==> src/design/udrb_pkg.sv <==
package udrb_pkg;

   localparam int DATA_W   = 8;
   localparam int OP_W     = 2;
   localparam int STATUS_W = 2;
   localparam int FILL_W   = 4;

   typedef logic [OP_W-1:0]     op_type;
   typedef logic [STATUS_W-1:0] status_type;
   typedef logic [DATA_W-1:0]   byte_type;

   localparam op_type OP_HOST_SEND = 2'd0;
   localparam op_type OP_HOST_READ = 2'd1;
   localparam op_type OP_TX_READY  = 2'd2;
   localparam op_type OP_RX_BYTE   = 2'd3;

   localparam status_type STATUS_OK      = 2'd0;
   localparam status_type STATUS_FULL    = 2'd1;
   localparam status_type STATUS_FRAMING = 2'd2;

   localparam byte_type NUL_BYTE = 8'h00;

   // ring occupancy flags seen by the control logic
   typedef struct packed {
      logic full;
      logic empty;
      logic one_left;
   } ring_flags_type;

   // per-word result bits held until the response is taken
   typedef struct packed {
      status_type status;
      logic       rx_popped;
      logic       line_valid;
      logic       tx_popped;
      logic       restart;
   } result_type;

endpackage

==> src/design/udrb_req_if.sv <==
interface udrb_req_if import udrb_pkg::*; ();
   logic     valid;
   logic     ready;
   op_type   operation;
   byte_type data_byte;
   logic     framing_error;
   logic     overrun;

   modport source (output valid, output operation, output data_byte,
                   output framing_error, output overrun, input ready);
   modport sink (input valid, input operation, input data_byte,
                 input framing_error, input overrun, output ready);
endinterface

==> src/design/udrb_rsp_if.sv <==
interface udrb_rsp_if import udrb_pkg::*; ();
   logic              valid;
   logic              ready;
   status_type        status;
   byte_type          read_data;
   logic              line_byte_valid;
   byte_type          line_byte;
   logic              tx_irq_enabled;
   logic              restart_receiver;
   logic [FILL_W-1:0] rx_fill;
   logic [FILL_W-1:0] tx_fill;

   modport source (output valid, output status, output read_data,
                   output line_byte_valid, output line_byte, output tx_irq_enabled,
                   output restart_receiver, output rx_fill, output tx_fill,
                   input ready);
   modport sink (input valid, input status, input read_data,
                 input line_byte_valid, input line_byte, input tx_irq_enabled,
                 input restart_receiver, input rx_fill, input tx_fill,
                 output ready);
endinterface

==> src/design/uart_dual_ring_buffer.sv <==
// UART data path with a transmit ring and a receive ring, RING_DEPTH bytes
// each, one slot kept free so a ring holds RING_DEPTH - 1 bytes.
// req channel: one word per event (host send, host read, transmitter ready,
// byte received) with its data byte and receiver error flags.
// rsp channel: exactly one word per request with status, popped bytes, the
// transmit interrupt enable and both fill levels after the event.
// The response is valid in the cycle after the request is accepted, since
// the ring stores have a registered read.
// Throughput: one word per cycle while the response side is ready; a new
// request is taken in the same cycle the pending response is taken, so at
// most one word is in flight.
// Stall: while rsp is held off, req ready stays low and the response holds.
// Reset: both rings empty and the transmit interrupt enable cleared; store
// contents are not cleared and are never read before being written.
module uart_dual_ring_buffer import udrb_pkg::*; #(
   parameter int RING_DEPTH = 16
) (
   input logic        clock,
   input logic        reset,
   udrb_req_if.sink   req_ch,
   udrb_rsp_if.source rsp_ch
);

   localparam int IDX_W = $clog2(RING_DEPTH);

   logic             accept;
   logic             busy_ff, busy_in;
   logic             irq_ff, irq_in;
   result_type       res_ff, res_in;
   logic             tx_push, tx_pop, rx_push, rx_pop;
   ring_flags_type   tx_flags, rx_flags;
   logic [IDX_W-1:0] tx_fill, rx_fill;
   byte_type         tx_data, rx_data;

   assign req_ch.ready = !busy_ff || rsp_ch.ready;
   assign accept       = req_ch.valid && req_ch.ready;

   always_comb begin
      res_in  = '0;
      irq_in  = irq_ff;
      tx_push = 1'b0;
      tx_pop  = 1'b0;
      rx_push = 1'b0;
      rx_pop  = 1'b0;
      unique case (req_ch.operation)
         OP_HOST_SEND: begin
            if (tx_flags.full) begin
               res_in.status = STATUS_FULL;
            end else begin
               tx_push = accept;
               irq_in  = 1'b1;
            end
         end
         OP_HOST_READ: begin
            res_in.rx_popped = !rx_flags.empty;
            rx_pop           = accept && !rx_flags.empty;
         end
         OP_TX_READY: begin
            if (irq_ff) begin
               res_in.line_valid = 1'b1;
               res_in.tx_popped  = !tx_flags.empty;
               tx_pop            = accept && !tx_flags.empty;
               irq_in            = !tx_flags.empty && !tx_flags.one_left;
            end
         end
         OP_RX_BYTE: begin
            res_in.restart = req_ch.overrun;
            if (req_ch.framing_error) begin
               res_in.status = STATUS_FRAMING;
            end else if (rx_flags.full) begin
               res_in.status = STATUS_FULL;
            end else begin
               rx_push = accept;
            end
         end
         default: begin
         end
      endcase
   end

   assign busy_in = accept || (busy_ff && !rsp_ch.ready);

   always_ff @(posedge clock) begin
      if (reset) begin
         busy_ff <= 1'b0;
         irq_ff  <= 1'b0;
      end else begin
         busy_ff <= busy_in;
         if (accept) begin
            irq_ff <= irq_in;
         end
      end
   end

   always_ff @(posedge clock) begin
      if (accept) begin
         res_ff <= res_in;
      end
   end

   udrb_ring #(.DEPTH(RING_DEPTH), .IDX_W(IDX_W)) u_tx_ring (
      .clock     (clock),
      .reset     (reset),
      .push      (tx_push),
      .pop       (tx_pop),
      .push_data (req_ch.data_byte),
      .flags     (tx_flags),
      .fill      (tx_fill),
      .pop_data  (tx_data)
   );

   udrb_ring #(.DEPTH(RING_DEPTH), .IDX_W(IDX_W)) u_rx_ring (
      .clock     (clock),
      .reset     (reset),
      .push      (rx_push),
      .pop       (rx_pop),
      .push_data (req_ch.data_byte),
      .flags     (rx_flags),
      .fill      (rx_fill),
      .pop_data  (rx_data)
   );

   assign rsp_ch.valid            = busy_ff;
   assign rsp_ch.status           = res_ff.status;
   assign rsp_ch.read_data        = res_ff.rx_popped ? rx_data : NUL_BYTE;
   assign rsp_ch.line_byte_valid  = res_ff.line_valid;
   assign rsp_ch.line_byte        = res_ff.tx_popped ? tx_data : NUL_BYTE;
   assign rsp_ch.tx_irq_enabled   = irq_ff;
   assign rsp_ch.restart_receiver = res_ff.restart;
   assign rsp_ch.rx_fill          = FILL_W'(rx_fill);
   assign rsp_ch.tx_fill          = FILL_W'(tx_fill);

endmodule

==> src/design/udrb_ring.sv <==
module udrb_ring import udrb_pkg::*; #(
   parameter int DEPTH = 16,
   parameter int IDX_W = $clog2(DEPTH)
) (
   input  logic               clock,
   input  logic               reset,
   input  logic               push,
   input  logic               pop,
   input  byte_type           push_data,
   output ring_flags_type     flags,
   output logic [IDX_W-1:0]   fill,
   output byte_type           pop_data
);

   localparam logic [IDX_W-1:0] LAST_IDX  = IDX_W'(DEPTH - 1);
   localparam logic [IDX_W:0]   DEPTH_EXT = (IDX_W + 1)'(DEPTH);

   byte_type         mem [DEPTH];
   logic [IDX_W-1:0] wr_ff, wr_in;
   logic [IDX_W-1:0] rd_ff, rd_in;
   logic [IDX_W-1:0] wr_next, rd_next;
   logic [IDX_W:0]   diff;
   byte_type         pop_data_ff;

   assign wr_next = (wr_ff == LAST_IDX) ? '0 : wr_ff + 1'b1;
   assign rd_next = (rd_ff == LAST_IDX) ? '0 : rd_ff + 1'b1;

   assign flags.full     = (wr_next == rd_ff);
   assign flags.empty    = (wr_ff == rd_ff);
   assign flags.one_left = (rd_next == wr_ff);

   always_comb begin
      if (wr_ff >= rd_ff) begin
         diff = {1'b0, wr_ff} - {1'b0, rd_ff};
      end else begin
         diff = {1'b0, wr_ff} + DEPTH_EXT - {1'b0, rd_ff};
      end
   end
   assign fill = diff[IDX_W-1:0];

   assign wr_in = push ? wr_next : wr_ff;
   assign rd_in = pop ? rd_next : rd_ff;

   always_ff @(posedge clock) begin
      if (reset) begin
         wr_ff <= '0;
         rd_ff <= '0;
      end else begin
         wr_ff <= wr_in;
         rd_ff <= rd_in;
      end
   end

   // store with one write and one read port usable together, read data registered
   always_ff @(posedge clock) begin
      if (push) begin
         mem[wr_ff] <= push_data;
      end
      if (pop) begin
         pop_data_ff <= mem[rd_ff];
      end
   end

   assign pop_data = pop_data_ff;

endmodule
==> src/flat_wrapper.sv <==
// flat-port wrapper written by rule: the top's interface ports become plain ports
module uart_dual_ring_buffer_flat import udrb_pkg::*;
#(
   parameter int RING_DEPTH = 16
)
  (clock, reset, req_ch_valid, req_ch_operation, req_ch_data_byte, req_ch_framing_error, req_ch_overrun, req_ch_ready, rsp_ch_valid, rsp_ch_status, rsp_ch_read_data, rsp_ch_line_byte_valid, rsp_ch_line_byte, rsp_ch_tx_irq_enabled, rsp_ch_restart_receiver, rsp_ch_rx_fill, rsp_ch_tx_fill, rsp_ch_ready);
  udrb_req_if req_ch_i ();
  udrb_rsp_if rsp_ch_i ();
  input logic clock;
  input logic reset;
  input wire logic [$bits(req_ch_i.valid)-1:0] req_ch_valid;
  input wire logic [$bits(req_ch_i.operation)-1:0] req_ch_operation;
  input wire logic [$bits(req_ch_i.data_byte)-1:0] req_ch_data_byte;
  input wire logic [$bits(req_ch_i.framing_error)-1:0] req_ch_framing_error;
  input wire logic [$bits(req_ch_i.overrun)-1:0] req_ch_overrun;
  output wire logic [$bits(req_ch_i.ready)-1:0] req_ch_ready;
  output wire logic [$bits(rsp_ch_i.valid)-1:0] rsp_ch_valid;
  output wire logic [$bits(rsp_ch_i.status)-1:0] rsp_ch_status;
  output wire logic [$bits(rsp_ch_i.read_data)-1:0] rsp_ch_read_data;
  output wire logic [$bits(rsp_ch_i.line_byte_valid)-1:0] rsp_ch_line_byte_valid;
  output wire logic [$bits(rsp_ch_i.line_byte)-1:0] rsp_ch_line_byte;
  output wire logic [$bits(rsp_ch_i.tx_irq_enabled)-1:0] rsp_ch_tx_irq_enabled;
  output wire logic [$bits(rsp_ch_i.restart_receiver)-1:0] rsp_ch_restart_receiver;
  output wire logic [$bits(rsp_ch_i.rx_fill)-1:0] rsp_ch_rx_fill;
  output wire logic [$bits(rsp_ch_i.tx_fill)-1:0] rsp_ch_tx_fill;
  input wire logic [$bits(rsp_ch_i.ready)-1:0] rsp_ch_ready;
  assign req_ch_i.valid = req_ch_valid;
  assign req_ch_i.operation = req_ch_operation;
  assign req_ch_i.data_byte = req_ch_data_byte;
  assign req_ch_i.framing_error = req_ch_framing_error;
  assign req_ch_i.overrun = req_ch_overrun;
  assign req_ch_ready = req_ch_i.ready;
  assign rsp_ch_valid = rsp_ch_i.valid;
  assign rsp_ch_status = rsp_ch_i.status;
  assign rsp_ch_read_data = rsp_ch_i.read_data;
  assign rsp_ch_line_byte_valid = rsp_ch_i.line_byte_valid;
  assign rsp_ch_line_byte = rsp_ch_i.line_byte;
  assign rsp_ch_tx_irq_enabled = rsp_ch_i.tx_irq_enabled;
  assign rsp_ch_restart_receiver = rsp_ch_i.restart_receiver;
  assign rsp_ch_rx_fill = rsp_ch_i.rx_fill;
  assign rsp_ch_tx_fill = rsp_ch_i.tx_fill;
  assign rsp_ch_i.ready = rsp_ch_ready;
  uart_dual_ring_buffer #(.RING_DEPTH(RING_DEPTH)) u_core (.clock(clock), .reset(reset), .req_ch(req_ch_i), .rsp_ch(rsp_ch_i));
endmodule
==> config.mk <==
export PLATFORM = sky130hd
export DESIGN_NAME = uart_dual_ring_buffer_flat
export DESIGN_NICKNAME = d
export VERILOG_FILES = /design/src/design/udrb_pkg.sv /design/src/design/udrb_req_if.sv /design/src/design/udrb_rsp_if.sv /design/src/design/uart_dual_ring_buffer.sv /design/src/design/udrb_ring.sv /design/src/flat_wrapper.sv
export SDC_FILE = /design/constraint.sdc
export NUM_CORES = 1
export LEC_CHECK = 0
export BUFFER_PORTS_ARGS = -buffer_cell sky130_fd_sc_hd__clkbuf_2
export CORE_MARGIN = 3
export CORE_UTILIZATION = 45
export DETAILED_ROUTE_END_ITERATION = 16
export GPL_TIMING_DRIVEN = 0
export PLACE_DENSITY_LB_ADDON = 0.05
export SETUP_SLACK_MARGIN = 0.1
export SYNTH_ARGS = -nofsm -noshare
export SYNTH_HDL_FRONTEND = slang
export SYNTH_SLANG_ARGS = --single-unit
==> constraint.sdc <==
create_clock -name clock -period 3 [get_ports clock]
set_input_delay 0.15 -clock clock [delete_from_list [all_inputs] [get_ports clock]]
set_output_delay 0.15 -clock clock [all_outputs]
set_load 0.03 [all_outputs]
==> qor.txt <==
STATUS
--------------------------------------------------------------------------------------
Run status                                                                complete, no violations

FLOORPLANNING
--------------------------------------------------------------------------------------
Die area                                                                   29600 sq um
Number of ports placed on the die boundary                                          47
Die height                                                                      172 um
X dimension of the die                                                          172 um
Core Region                                                                27000 sq um
Initial Util                                                                     45.9%
# rows                                                                              60

YOSYS
--------------------------------------------------------------------------------------
Largest area contributor in the synthesized netlist                       sky130_fd_sc_hd__edfxtp_1
Mean Syn Cell Area                                                          18.6 sq um
Post-synth EDFFs                                                                   278
Post-synth net total                                                               705
Synth area leaders                                                        sky130_fd_sc_hd__edfxtp_1 (67%), sky130_fd_sc_hd__mux4_2 (13%), sky130_fd_sc_hd__dfxtp_1 (2.9%)
Proportion of synthesized chip area in sequential cells                          70.2%
Post-synth design cell area                                                12400 sq um
Most used flip-flop cell after synthesis                                  sky130_fd_sc_hd__edfxtp_1
Asr flop ratio synth                                                                0%
Yosys warning total                                                                  0
Count of distinct cell types in the synthesized netlist                             54
Flops & latches, synth                                                             296
Gate Count Post-Synth                                                              666
Portion of synthesized cell area occupied by the leading cell type               67.3%

STA
--------------------------------------------------------------------------------------
Unrepaired setup endpoints after global routing                                    yes
Number of pins with negative max-slew slack in the final report                      0
Post-layout min period                                                         2.79 ns
Worst slew margin                                                                44.1%
Fin crit share                                                                   93.1%
Final Hold Violating Endpoints                                                       0
Final worst hold slack                                                       0.0907 ns
Maximum achievable frequency                                                 0.358 GHz
Clock Skews                                                                  0.0122 ns
Setup Viol. Count Final                                                              0
Least-Margin Pin Slew                                                         0.839 ns

ROUTING
--------------------------------------------------------------------------------------
WL/cell                                                                        24.4 um
Highest metal used                                                                met4
Wire length on met1                                                            10.9 mm
Post-route ant nets                                                                  0
Met2 Wirelength                                                                15.2 mm
Router iterations before antenna repair                                              5
Vias                                                                              6286
Initial DRC Count                                                                  395
Total detailed-routing wirelength                                              27.3 mm
Final routed DRC violation total                                                     0
Amount of wire on met3 after detailed routing                                   843 um
Routed via count divided by cell count                                            5.62

GLOBAL ROUTE
--------------------------------------------------------------------------------------
Maximum number of pins on one net before global-route repair                        33
Total routing usage reported by global routing                                   18.9%
GRT Residual Overflow                                                                0
Global-route wire length before repair                                         40.9 mm
Antenna violations before repair                                                     0
Vias in the first global route                                                    6554

PWR
--------------------------------------------------------------------------------------
Leakage power of the design                                                    4.76 nW
Overall power of the completed layout                                          8.52 mW
Areal power density over the cells                                         602 nW/um^2
IR drop worst, VDD                                                          0.000453 V

WORST SETUP PATH
--------------------------------------------------------------------------------------
Kind of start point of the critical path                                     flip-flop
Type of the worst setup path                                                reg -> reg
Reg2reg path depth                                                                   7
WP data required                                                               3.18 ns
Worst r2r src                                                             u_core.u_rx_ring.wr_ff[1]
Reg2reg setup slack                                                            0.21 ns
End of the critical path                                                  u_core.u_rx_ring.mem[13][7]
Max FO, Critical Path                                                               10
Sort of element at the end of the critical path                              flip-flop
Capture instance of the worst register-to-register path                   u_core.u_rx_ring.mem[13][7]
Worst setup path startpoint                                               u_core.u_rx_ring.wr_ff[1]
WP data arrival                                                                2.97 ns

CTS
--------------------------------------------------------------------------------------
TritonCTS clock tree                                                              done
TritonCTS buffer count                                                              31
Clk Latency, worst-skew pair                                                   0.55 ns
Clock root buffer                                                         sky130_fd_sc_hd__clkbuf_16
H-Tree Level Count                                                                   1
CTS clock-pin slew for the worst setup and hold paths                          0.06 ns
# clock sinks                                                                      296
Buffers inserted by post-CTS timing repair                                           0
Clock Tree Buf Depth                                                                 3

PLACEMENT
--------------------------------------------------------------------------------------
Weighted congestion reported at the end of routability-driven placement          0.833
Number of buffers added on ports                                                    46
Placed cell area                                                           13100 sq um
DPL Wire Length                                                                17.8 mm

LAYOUT
--------------------------------------------------------------------------------------
Share of final-layout standard cells stronger than drive strength 1              26.4%
Layout Nets                                                                        790
Utilization of the core after routing                                            52.4%
Relative area change from synthesis to final layout                              14.1%
Cell area after layout                                                     14200 sq um

MIN PATH
--------------------------------------------------------------------------------------
Kind of path behind the tightest hold check                                  in -> reg

RUN
--------------------------------------------------------------------------------------
Max Cap Violations                                                                   0

==> repair_timing <==
action | in CTS | in global routing
endpoints found under the hold margin | 6 | 0
hold buffers | 5 | 0
setup endpoints to repair | 15 | 19
gates resized for setup | 5 | 6
pin swaps | 0 | 0
==> worst min-delay path by stage <==
| stage | startpoint | end | cells after the start |
|---|---|---|---|
| after floorplan | req_ch_data_byte[0] | u_core.u_rx_ring.mem[0][0] | 0 |
| after global placement | req_ch_valid | u_core.rsp_ch.valid | 3 |
| after detailed placement | req_ch_valid | u_core.rsp_ch.valid | 3 |
| after CTS | req_ch_operation[1] | u_core.rsp_ch.status[1] | 3 |
| after global routing | req_ch_operation[1] | u_core.rsp_ch.status[1] | 3 |
| final | req_ch_operation[1] | u_core.rsp_ch.status[1] | 3 |
==> final cells by class <==
class,instances,area [sq um]
clock buffers,37,798
clock inverters,21,206
inverters,20,76.3
fillers,2208,12900
flip-flops and latches,296,8710
plain buffers,32,223
multi-input cells,318,3420
repair buffers,52,288
diodes,1,2.50
well taps,341,427
==> synthesized netlist by cell type (3+ instances only) <==
library cell and count:
sky130_fd_sc_hd__a31oi_1 14, sky130_fd_sc_hd__and3_1 30, sky130_fd_sc_hd__a211oi_1 8, sky130_fd_sc_hd__xor2_1 7, sky130_fd_sc_hd__buf_1 3, sky130_fd_sc_hd__buf_6 8
sky130_fd_sc_hd__and2_1 31, sky130_fd_sc_hd__xnor2_1 12, sky130_fd_sc_hd__o21ai_0 6, sky130_fd_sc_hd__nor2_1 12, sky130_fd_sc_hd__dfxtp_1 18, sky130_fd_sc_hd__mux2i_1 4
sky130_fd_sc_hd__clkbuf_1 8, sky130_fd_sc_hd__nor2b_1 8, sky130_fd_sc_hd__buf_4 7, sky130_fd_sc_hd__nand3_1 8, sky130_fd_sc_hd__nor3_1 3, sky130_fd_sc_hd__ha_1 21
sky130_fd_sc_hd__a21oi_1 14, sky130_fd_sc_hd__inv_1 18, sky130_fd_sc_hd__nand2_1 28, sky130_fd_sc_hd__nand2b_1 5, sky130_fd_sc_hd__edfxtp_1 278, sky130_fd_sc_hd__buf_2 6
sky130_fd_sc_hd__mux4_2 72, sky130_fd_sc_hd__a21o_1 5
==> metal layers <==
layer	vias to the layer above	global-route usage (%)
met5	-	0
met4	0	3.64
met3	30	2.56
met2	98	35.8
met1	3317	23.4
li1	2841	-
==> cells by family after synthesis <==
kind of cell             after synthesis  share of synthesized area, %
flip-flops                           296                          70.2
buffers and inverters                 52                          2.33
XOR/XNOR                              20                          1.53
multiplexers                          78                          13.6
AO/OA/AOI/OAI                         62                          3.74
AND/OR/NAND/NOR                      135                          6.16
adder cells (fa/ha/maj)               23                          2.44
==> flip-flops by register name, summed over array words and instances (netlist names) <==
signal                          cells
u_core.u_tx_ring.mem              128
u_core.u_tx_ring.pop_data           8
u_core.rsp_ch.tx_irq_enabled        1
u_core.u_rx_ring.rd_ff              4
u_core.rsp_ch.restart_receiver      1
u_core.u_rx_ring.mem              128
u_core.u_tx_ring.rd_ff              4
u_core.u_tx_ring.wr_ff              4
u_core.u_rx_ring.wr_ff              4
u_core.rsp_ch.status                2
u_core.u_rx_ring.pop_data           8
u_core.res_ff                       2
u_core.rsp_ch.valid                 1
u_core.rsp_ch.line_byte_valid       1
==> critical path, stage by stage (launching register included) <==
cell                      delay [ns]
sky130_fd_sc_hd__dfxtp_1        0.54
sky130_fd_sc_hd__inv_1          0.20
sky130_fd_sc_hd__ha_1           0.38
sky130_fd_sc_hd__xor2_1         0.24
sky130_fd_sc_hd__nor3_4         0.11
sky130_fd_sc_hd__a21oi_4        0.28
sky130_fd_sc_hd__buf_6          0.18
sky130_fd_sc_hd__and3_1         0.49
==> where the power goes <==
group	leakage (nW)	total [mW]	internal [mW]	switching (mW)
registers	2.65	4.54	4.53	0.0112
logic	1.62	0.223	0.0637	0.159
clock network	0.493	3.76	2.23	1.52
total	4.76	8.52	6.83	1.69
==> per-stage QoR <==
step	std cells	setup WS, ns	TNS, ns
floorplan	666	0.418	0
global placement	1053	-0.650	-9.08
detailed placement	1054	-0.453	-4.90
CTS	1117	0.127	0
global route	1117	0.0866	0
finish	1118	0.206	0
==> placed cells by master, fill, tap and decap left out, types with 9 or more instances in the layout <==
| cell type | count |
|---|---|
| sky130_fd_sc_hd__a21oi_1 | 14 |
| sky130_fd_sc_hd__a31oi_1 | 14 |
| sky130_fd_sc_hd__and2_1 | 31 |
| sky130_fd_sc_hd__and3_1 | 26 |
| sky130_fd_sc_hd__buf_4 | 9 |
| sky130_fd_sc_hd__clkbuf_1 | 14 |
| sky130_fd_sc_hd__clkbuf_16 | 31 |
| sky130_fd_sc_hd__clkbuf_2 | 46 |
| sky130_fd_sc_hd__dfxtp_1 | 18 |
| sky130_fd_sc_hd__edfxtp_1 | 278 |
| sky130_fd_sc_hd__ha_1 | 21 |
| sky130_fd_sc_hd__inv_1 | 18 |
| sky130_fd_sc_hd__mux4_2 | 72 |
| sky130_fd_sc_hd__nand2_1 | 28 |
| sky130_fd_sc_hd__nor2_1 | 11 |
| sky130_fd_sc_hd__xnor2_1 | 12 |
(Power assumes the default switching activity.)
